### src/fpr_pkg.sv
`timescale 1ns / 1ps
// Shared types and constants of the framed packet receiver.
package fpr_pkg;

	localparam int BYTE_W      = 8;
	localparam int LENGTH_W    = 6;
	localparam int INDEX_W     = 5;
	localparam int CFG_INDEX_W = 8;

	localparam logic [CFG_INDEX_W-1:0] REG_FIRST_SYNC  = CFG_INDEX_W'(0);
	localparam logic [CFG_INDEX_W-1:0] REG_SECOND_SYNC = CFG_INDEX_W'(1);

	localparam logic [BYTE_W-1:0] FIRST_SYNC_RESET  = 8'd170;
	localparam logic [BYTE_W-1:0] SECOND_SYNC_RESET = 8'd175;

	localparam logic OP_BYTE    = 1'b0;
	localparam logic OP_TIMEOUT = 1'b1;

	typedef enum logic [5:0] {
		PH_SYNC1 = 6'b000001,
		PH_SYNC2 = 6'b000010,
		PH_ID    = 6'b000100,
		PH_LEN   = 6'b001000,
		PH_DATA  = 6'b010000,
		PH_CHK   = 6'b100000
	} phase_t;

endpackage

### src/framed_packet_receiver.sv
`timescale 1ns / 1ps
// Framed packet receiver: sync search, header parse, payload buffer and packet replay.
// The parser accepts one input item per cycle outside replay.
// A good checksum byte starts a replay from the payload memory: the replay flag, the read stage
// and the output register lie between that item and the first result; then one result per cycle
// while the output is taken. Input is held off while the replay reads are issued, including
// every cycle in which the output stalls the replay.
// Reset clears the parser and output control; the payload memory is not cleared.
module framed_packet_receiver #(
	parameter int MAX_PAYLOAD = 32
) (
	input  logic                              clk,
	input  logic                              arst_n,
	input  logic                              in_valid,
	output logic                              in_ready,
	input  logic                              operation,
	input  logic [fpr_pkg::BYTE_W-1:0]        rx_byte,
	output logic                              out_valid,
	input  logic                              out_ready,
	output logic [fpr_pkg::BYTE_W-1:0]        message_id,
	output logic [fpr_pkg::LENGTH_W-1:0]      payload_length,
	output logic [fpr_pkg::INDEX_W-1:0]       payload_index,
	output logic [fpr_pkg::BYTE_W-1:0]        payload_byte,
	output logic                              last_of_packet,
	input  logic                              cfg_valid,
	output logic                              cfg_ready,
	input  logic [fpr_pkg::CFG_INDEX_W-1:0]   cfg_index,
	input  logic [fpr_pkg::BYTE_W-1:0]        cfg_data
);
	import fpr_pkg::*;

	localparam int AW    = (MAX_PAYLOAD > 1) ? $clog2(MAX_PAYLOAD) : 1;
	localparam int LEN_W = $clog2(MAX_PAYLOAD + 1);
	localparam logic [BYTE_W-1:0] MAX_LEN_BYTE = BYTE_W'(MAX_PAYLOAD);

	logic [BYTE_W-1:0] first_sync_q;
	logic [BYTE_W-1:0] second_sync_q;

	phase_t            phase_q;
	logic [BYTE_W-1:0] chk_q;
	logic [BYTE_W-1:0] held_id_q;
	logic [LEN_W-1:0]  held_len_q;
	logic [LEN_W-1:0]  fill_q;

	logic [BYTE_W-1:0] mem [MAX_PAYLOAD];

	logic              emit_q;
	logic [LEN_W-1:0]  rd_ptr_q;

	logic              valid_s1;
	logic [BYTE_W-1:0] rdata_s1;
	logic [BYTE_W-1:0] id_s1;
	logic [LENGTH_W-1:0] len_s1;
	logic [INDEX_W-1:0] idx_s1;
	logic              last_s1;
	logic              empty_s1;

	logic              out_valid_q;
	logic [BYTE_W-1:0] out_id_q;
	logic [LENGTH_W-1:0] out_len_q;
	logic [INDEX_W-1:0] out_idx_q;
	logic [BYTE_W-1:0] out_byte_q;
	logic              out_last_q;

	logic              in_take;
	logic              out_free;
	logic              move_s1;
	logic              rd_issue;
	logic              rd_last;
	logic              mem_we;
	logic [BYTE_W-1:0] chk_sum;
	logic [LEN_W-1:0]  fill_next;

	assign cfg_ready = 1'b1;
	assign in_ready  = !emit_q;
	assign in_take   = in_valid && in_ready;
	assign chk_sum   = chk_q + rx_byte;
	assign fill_next = fill_q + LEN_W'(1);
	assign mem_we    = in_take && (operation == OP_BYTE) && (phase_q == PH_DATA);

	assign out_free = !out_valid_q || out_ready;
	assign move_s1  = valid_s1 && out_free;
	assign rd_issue = emit_q && (!valid_s1 || move_s1);
	assign rd_last  = (held_len_q == '0) || (rd_ptr_q + LEN_W'(1) == held_len_q);

	always_ff @(posedge clk or negedge arst_n) begin
		if (!arst_n) begin
			first_sync_q  <= FIRST_SYNC_RESET;
			second_sync_q <= SECOND_SYNC_RESET;
		end else if (cfg_valid && cfg_ready) begin
			unique case (cfg_index)
				REG_FIRST_SYNC:  first_sync_q  <= cfg_data;
				REG_SECOND_SYNC: second_sync_q <= cfg_data;
				default: ;
			endcase
		end
	end

	always_ff @(posedge clk or negedge arst_n) begin
		if (!arst_n) begin
			phase_q    <= PH_SYNC1;
			chk_q      <= '0;
			held_id_q  <= '0;
			held_len_q <= '0;
			fill_q     <= '0;
			emit_q     <= 1'b0;
			rd_ptr_q   <= '0;
		end else begin
			if (rd_issue) begin
				rd_ptr_q <= rd_ptr_q + LEN_W'(1);
				if (rd_last) begin
					emit_q <= 1'b0;
				end
			end
			if (in_take) begin
				if (operation == OP_TIMEOUT) begin
					phase_q <= PH_SYNC1;
				end else begin
					unique case (phase_q)
						PH_SYNC2: begin
							phase_q <= (rx_byte == second_sync_q) ? PH_ID : PH_SYNC1;
							chk_q   <= chk_sum;
						end
						PH_ID: begin
							held_id_q <= rx_byte;
							chk_q     <= chk_sum;
							phase_q   <= PH_LEN;
						end
						PH_LEN: begin
							if (rx_byte <= MAX_LEN_BYTE) begin
								held_len_q <= rx_byte[LEN_W-1:0];
								fill_q     <= '0;
								chk_q      <= chk_sum;
								phase_q    <= (rx_byte != '0) ? PH_DATA : PH_CHK;
							end else begin
								phase_q <= PH_SYNC1;
							end
						end
						PH_DATA: begin
							fill_q <= fill_next;
							chk_q  <= chk_sum;
							if (fill_next >= held_len_q) begin
								phase_q <= PH_CHK;
							end
						end
						PH_CHK: begin
							if (chk_q == rx_byte) begin
								emit_q   <= 1'b1;
								rd_ptr_q <= '0;
							end
							phase_q <= PH_SYNC1;
						end
						default: begin
							phase_q <= (rx_byte == first_sync_q) ? PH_SYNC2 : PH_SYNC1;
							chk_q   <= rx_byte;
						end
					endcase
				end
			end
		end
	end

	always_ff @(posedge clk) begin
		if (mem_we) begin
			mem[fill_q[AW-1:0]] <= rx_byte;
		end
	end

	always_ff @(posedge clk) begin
		if (rd_issue) begin
			rdata_s1 <= mem[rd_ptr_q[AW-1:0]];
			id_s1    <= held_id_q;
			len_s1   <= LENGTH_W'(held_len_q);
			idx_s1   <= INDEX_W'(rd_ptr_q);
			last_s1  <= rd_last;
			empty_s1 <= (held_len_q == '0);
		end
	end

	always_ff @(posedge clk or negedge arst_n) begin
		if (!arst_n) begin
			valid_s1 <= 1'b0;
		end else if (rd_issue) begin
			valid_s1 <= 1'b1;
		end else if (move_s1) begin
			valid_s1 <= 1'b0;
		end
	end

	always_ff @(posedge clk or negedge arst_n) begin
		if (!arst_n) begin
			out_valid_q <= 1'b0;
		end else if (move_s1) begin
			out_valid_q <= 1'b1;
		end else if (out_ready) begin
			out_valid_q <= 1'b0;
		end
	end

	always_ff @(posedge clk) begin
		if (move_s1) begin
			out_id_q   <= id_s1;
			out_len_q  <= len_s1;
			out_idx_q  <= idx_s1;
			out_byte_q <= empty_s1 ? '0 : rdata_s1;
			out_last_q <= last_s1;
		end
	end

	assign out_valid      = out_valid_q;
	assign message_id     = out_id_q;
	assign payload_length = out_len_q;
	assign payload_index  = out_idx_q;
	assign payload_byte   = out_byte_q;
	assign last_of_packet = out_last_q;

	a_no_write_in_replay: assert property (@(posedge clk) disable iff (!arst_n)
		!(mem_we && emit_q))
		else $error("Payload memory written during a replay.");

	a_replay_start: assert property (@(posedge clk) disable iff (!arst_n)
		$rose(emit_q) |-> $past(in_take && operation == OP_BYTE && phase_q == PH_CHK))
		else $error("Replay started outside a checksum byte.");

	a_replay_end: assert property (@(posedge clk) disable iff (!arst_n)
		(rd_issue && rd_last) |=> !emit_q)
		else $error("Replay continued after its last read.");

	a_s1_hold: assert property (@(posedge clk) disable iff (!arst_n)
		(valid_s1 && !out_free) |=> (valid_s1 && $stable(idx_s1) && $stable(last_s1)))
		else $error("Read stage changed while stalled.");

endmodule

### config.mk
export PLATFORM = sky130hd
export DESIGN_NAME = framed_packet_receiver
export DESIGN_NICKNAME = d
export VERILOG_FILES = /design/src/fpr_pkg.sv /design/src/framed_packet_receiver.sv
export SDC_FILE = /design/constraint.sdc
export NUM_CORES = 1
export LEC_CHECK = 0
export BUFFER_PORTS_ARGS = -buffer_cell sky130_fd_sc_hd__buf_2
export CAP_MARGIN = 20
export CELL_PAD_IN_SITES_DETAIL_PLACEMENT = 1
export CELL_PAD_IN_SITES_GLOBAL_PLACEMENT = 2
export CORE_MARGIN = 2
export CORE_UTILIZATION = 28
export CTS_CLUSTER_DIAMETER = 100
export CTS_CLUSTER_SIZE = 8
export DETAILED_ROUTE_END_ITERATION = 10
export GPL_TIMING_DRIVEN = 0
export PLACE_DENSITY = 0.54
export SLEW_MARGIN = 30
export SYNTH_ARGS = -nofsm -noshare
export SYNTH_HDL_FRONTEND = slang
export SYNTH_SLANG_ARGS = --single-unit
### constraint.sdc
create_clock -name clk -period 2.36 [get_ports clk]
set_clock_uncertainty 0.15 [all_clocks]
set_input_delay 0.59 -clock clk [delete_from_list [all_inputs] [get_ports clk]]
set_output_delay 0.59 -clock clk [all_outputs]
set_load 0.1 [all_outputs]
# Yosys cells after proc, flatten, opt, wreduce, memory -nomap -nowiden
# Memories as Yosys holds them, arrays and structs flattened. A register that Yosys moved wholly into a read port is not among the register bits.
# Index checks and enable logic that the tools add are counted.
[word_totals] romBits=0 output_inout_bits=31 latch_bits=0 reg_bits=108 ram_bits=256 mem_count=1
[op_classes] mul=0 eq_ne=12 bitwise_logic=2 shift=0 n_lt_le_gt_ge=2 addsub=3 n_div=0 n_reduce_logical=25 mux=28
[memory_table] name="mem" words=32 width=8 read_ports=1 rd_ports_with_merged_regs=1 wr=1 line_no="framed_packet_receiver.sv:45" text="logic [BYTE_W-1:0] mem [MAX_PAYLOAD];"
[ops] cell="2-to-1 mux 6 bit" n=10
[ops] cell="case mux 6 bit (5 select lines)" n=1
[ops] cell="equality test 8 bit" n=3
[ops] cell="case mux 8 bit (3 select lines)" n=1
[ops] cell="adder 6 x 1 -> 6 bit, second input constant" n=2
[ops] cell="2-to-1 mux 1 bit" n=12
[ops] cell="case mux 6 bit (2 select lines)" n=1
[ops] cell="AND reduction 4 bit" n=3
[ops] cell="adder 8 bit" n=1
[ops] cell="equality test 8 x 1 -> 1 bit, second input constant" n=1
[ops] cell="<= comparator 8 x 6 -> 1 bit, second input constant" n=1
[ops] cell="logical NOT 8 bit" n=1
[ops] cell="2-to-1 mux 8 bit" n=1
[ops] cell="nonzero test 8 bit" n=1
[ops] cell="equality test 6 x 2 -> 1 bit, second input constant" n=1
[ops] cell="equality test 6 x 3 -> 1 bit, second input constant" n=1
[ops] cell="equality test 6 x 4 -> 1 bit, second input constant" n=1
[ops] cell="equality test 6 x 5 -> 1 bit, second input constant" n=1
[ops] cell="equality test 6 bit" n=1
[ops] cell="equality test 6 bit, second input constant" n=1
[ops] cell=">= comparator 6 bit" n=1
[ops] cell="logical NOT 6 bit" n=1
[ops] cell="AND reduction 2 bit" n=3
[ops] cell="nonzero test 2 bit" n=3
[ops] cell="other kinds (10)" n=19

# Longest topological paths before layout
[logic_depth] ltp_word=10 depth_mapped=9

# Worst setup path before layout
# OpenSTA, ideal clock, no wires.
[synth_timing] kind="flip-flop to flip-flop" startpoint="reg out_valid_q, in the netlist out_valid" endpoint="reg rd_ptr_q[5]" path_slack_ns=-0.633 arrival_time_ns=2.701 period_less_slack_ns=2.993 path_stages_with_launch=8 cell_sequence="dfrtp_1 > nand3b_1 > and2_1 > clkbuf_1 > nand4_1 > nor2_1 > xnor2_1 > nor2_1"
[synth_via] elab_chain_len=10
[synth_rtl] item="from (decl)" line_no="framed_packet_receiver.sv:58" text="logic out_valid_q;"
[synth_rtl] item="from (signal assigned)" line_no="framed_packet_receiver.sv:192" text="out_valid_q <= 1'b0;"
[synth_rtl] item="from (signal assigned)" line_no="framed_packet_receiver.sv:194" text="out_valid_q <= 1'b1;"
[synth_rtl] item="from (signal assigned)" line_no="framed_packet_receiver.sv:196" text="out_valid_q <= 1'b0;"
[synth_rtl] item="logical NOT 1 bit *" line_no="framed_packet_receiver.sv:81" text="assign out_free = !out_valid_q || out_ready;"
[synth_rtl] item="logical OR 1 bit *" line_no="framed_packet_receiver.sv:81"
[synth_rtl] item="logical AND 1 bit *" line_no="framed_packet_receiver.sv:82" text="assign move_s1 = valid_s1 && out_free;"
[synth_rtl] item="logical OR 1 bit *" line_no="framed_packet_receiver.sv:83" text="assign rd_issue = emit_q && (!valid_s1 || move_s1);"
[synth_rtl] item="logical AND 1 bit *" line_no="framed_packet_receiver.sv:83"
[synth_rtl] item="via rd_issue" line_no="framed_packet_receiver.sv:68" text="logic rd_issue;"
[synth_rtl] item="2-to-1 mux 6 bit *" line_no="framed_packet_receiver.sv:109" text="if (rd_issue) begin"
[synth_rtl] item="2-to-1 mux 6 bit" line_no="framed_packet_receiver.sv:147" text="if (chk_q == rx_byte) begin"
[synth_rtl] item="2-to-1 mux 6 bit" line_no="framed_packet_receiver.sv:119" text="unique case (phase_q)"
[synth_rtl] item="2-to-1 mux 6 bit" line_no="framed_packet_receiver.sv:116" text="if (operation == OP_TIMEOUT) begin"
[synth_rtl] item="2-to-1 mux 6 bit *" line_no="framed_packet_receiver.sv:115" text="if (in_take) begin"
[synth_rtl] item="to (signal assigned)" line_no="framed_packet_receiver.sv:110" text="rd_ptr_q <= rd_ptr_q + LEN_W'(1);"
[synth_rtl] item="to (decl)" line_no="framed_packet_receiver.sv:48" text="logic [LEN_W-1:0] rd_ptr_q;"
# Mark *: on every way through the listed nets, which the timed path passes. The rest lies on a longest branch.
# A chain may end at the register's enable or synchronous reset.

==> impl_metrics.py <==
metrics = {
    "finish": {
        "syn2layout_area_growth_pct": 28.3,
        "drive_above_1_share_pct": 36.8,
        "final_cell_mix": "edfxtp_1 (313), clkbuf_16 (55), buf_2 (54)",
        "n_antenna_cell": 0,
        "fin_nets": 1117,
        "final-instance-count-excl-fill": 1787,
        "fillCellCount": 5379,
        "layout_commonest_cell": "edfxtp_1",
    },
    "yosys": {
        "syn_inst": 898,
        "syn_area_per_cell_um2": 17.0,
        "synth.distinct_cells": 62,
        "yosysSeqAreaShare_pct": 71.3,
        "ys_warn_count": 0,
        "async_flop_share_pct": 15.9,
        "yosys.area.top_type": "edfxtp_1",
        "netlist_area_um2": 15300,
        "synth_edf_count": 313,
        "synth-main-ff-cell": "edfxtp_1",
        "ys_ff_latch": 372,
        "synth.top_cells.by_area": "edfxtp_1 (62%), dfrtp_1 (7.9%), mux4_2 (7.1%), mux2i_1 (3.1%), dfstp_2 (1.9%)",
        "synth_top_area_share_pct": 61.5,
        "synthesis.nets": 947,
    },
    "grt": {
        "grt_usage_pct": 14.8,
        "grt_pass1_wl_um": 60900,
        "antenna_found_initial": 0,
        "grt_pass1_vias": 8997,
        "overflow": 0,
        "grt_max_degree": 40,
    },
    "sta": {
        "slew_viol_final": 0,
        "post-route-min-period_ps": 2390,
        "final-setup-viol-count": 2,
        "setup_tns_ps": -39.7,
        "finalHoldViolCount": 0,
        "final.period_utilization_pct": 101,
        "rsz0062_at_grt": "yes",
        "max_slew.worst_pin.slew_ps": 679,
        "fin_hold_ws_ps": 108,
        "slew_headroom_pct": 54.8,
        "setup_ws_ps": -31.5,
        "fmax_ghz": 0.418,
    },
    "clock_tree": {
        "clkTransAtPathRegs_ps": 50,
        "cts-root-buf": "clkbuf_16",
        "h-tree-depth": 2,
        "clock_latency_ps": 580,
        "cts_tree": "yes",
        "cts_buffers": 52,
        "clockBufferDepth": 3,
        "cts_sinks": 372,
    },
    "die": {
        "core_um2": 53900,
        "dieHeight_um": 238,
        "ios": 61,
        "start_util_pct": 28.3,
        "die_area_um2": 56500,
        "chipWidth_um": 238,
        "num_rows": 85,
    },
    "power_and_ir_drop": {
        "sw_frac_of_total_pct": 21.1,
        "cellPowerDensity_nw_per_um2": 754,
        "clkPwrFrac_pct": 46.8,
        "leakage_nw": 6.53,
        "p_int_mw": 11.7,
        "vdd_drop_max_mv": 0.457,
        "power_mw": 14.8,
        "p_sw_mw": 3.12,
        "combPwrFrac_pct": 4.5,
        "seqPwrFrac_pct": 48.7,
    },
    "worst_hold_path": {
        "hold_path_class": "in -> reg",
    },
    "outcome": {
        "violations": "negative setup slack",
        "outcome": "finished with violations",
    },
    "placement": {
        "place_congestion": 0.746,
        "hpwl_um": 25300,
        "port_buffers": 59,
        "dp_cells": 1654,
    },
    "setup_path": {
        "arrival_ps": 2560,
        "crit_type": "reg -> reg",
        "cp-start-kind": "flop",
        "critPathRequiredTime_ps": 2520,
        "end_kind": "flop",
        "path_max_fanout": 7,
    },
    "flow_run": {
        "drv_cap": 0,
    },
    "route": {
        "drtIter0Drc": 535,
        "dr.pass1.iters": 5,
        "ant_nets": 0,
        "vias": 8525,
        "detail_route.wl_per_cell_um": 23.0,
        "drc_errors": 0,
        "vias_per_cell": 4.77,
        "drt_wl_total_um": 41100,
    },
}
==> critical path: stages (launching register included) <==
cell and delay [ps]:
dfrtp_2 370, buf_12 140, buf_12 140, buf_16 130, mux4_2 500, a22oi_2 300, o21ai_2 140, a21o_1 240
==> kinds of logic after synthesis <==
kind of cell / share of synthesized area, %
DFF: 71.3
and+or+nand+nor: 5.84
muxes: 12.0
AOI/OAI and AO/OA: 5.37
buffers and inverters: 1.89
xor gates and xnor gates: 2.01
adders and majority gates: 1.61
other: 0.0245
==> cells in the mapped netlist (all sizes together), types with 11 or more instances <==
cell type,n
edfxtp,313
nor2,60
dfrtp,48
mux2i,48
mux4,48
nand2,39
o21ai,27
buf,24
mux2,24
xnor2,21
o221ai,19
ha,18
clkbuf,17
inv,17
a21oi,16
xor2,14
dfstp,11
nand4,11
nor2b,11
==> what timing repair did <==
item,in CTS,in global routing
setup buffers,49,10
hold buffers,1,0
gates cloned,0,1
endpoints found under the setup margin,290,279
hold endpoints to repair,20,0
gates resized for setup,170,56
pin swaps,42,18
==> final timing paths <==
check	start	to	slack, ps	cells after the start
worst min register to register	len_s1[0]	payload_length[0]	260	0
max in group asynchronous	arst_n	second_sync_q[2]	1150	3
min in group asynchronous	arst_n	held_id_q[0]	300	2
worst max-delay path	rd_ptr_q[0]	rdata_s1[7]	-30	7
worst max register to register	rd_ptr_q[0]	rdata_s1[7]	-30	7
worst min-delay path	cfg_data[6]	first_sync_q[6]	110	2
==> per-layer routing <==
| metal | vias up | global-route usage [%] | wire (um) |
|---|---|---|---|
| met4 | 0 | 4.19 | 801 |
| li1 | 3867 | - | - |
| met5 | - | 0 | 0 |
| met2 | 132 | 24.9 | 20400 |
| met3 | 54 | 2.49 | 1530 |
| met1 | 4472 | 19.6 | 18300 |
==> metrics by stage <==
step	utilization, %	cell area (um2)	worst slack, ps
final	36.4	19600	-31.5
after global routing	36.4	19600	-80.1
after CTS	35.7	19300	-89.1
after detailed placement	30.6	16500	-1060
after global placement	30.5	16400	-1210
after floorplan	-	15300	34.1
==> cell type report <==
class,count,area [um2],share of cell area (%)
buffer,36,367,1.87
clock buffer,75,1430,7.30
clock inverter,2,46.3,0.236
inverter,18,73.8,0.377
multi-input combinational,467,4710,24.0
sequential,372,10900,55.6
tap,696,871,4.44
timing repair buffer,121,1200,6.13
==> registers in the layout (all words and copies together), names as in the netlist, 8 cells and up <==
signal	count
first_sync_q	8
message_id	8
chk_q	8
mem	256
rdata_s1	8
second_sync_q	8
id_s1	8
held_id_q	8
payload_byte	8
==> power by group through the flow <==
stage / sequential (mW) / combinational (mW) / clock, mW
after floorplan: 7.32 / 0.340 / 0
after CTS: 7.20 / 0.647 / 7.12
after global routing: 7.19 / 0.734 / 7.38
after global placement: 7.32 / 0.591 / 0
after detailed placement: 7.32 / 0.608 / 0
final: 7.20 / 0.661 / 6.92
No activity file was read; power rests on OpenSTA's default activity.
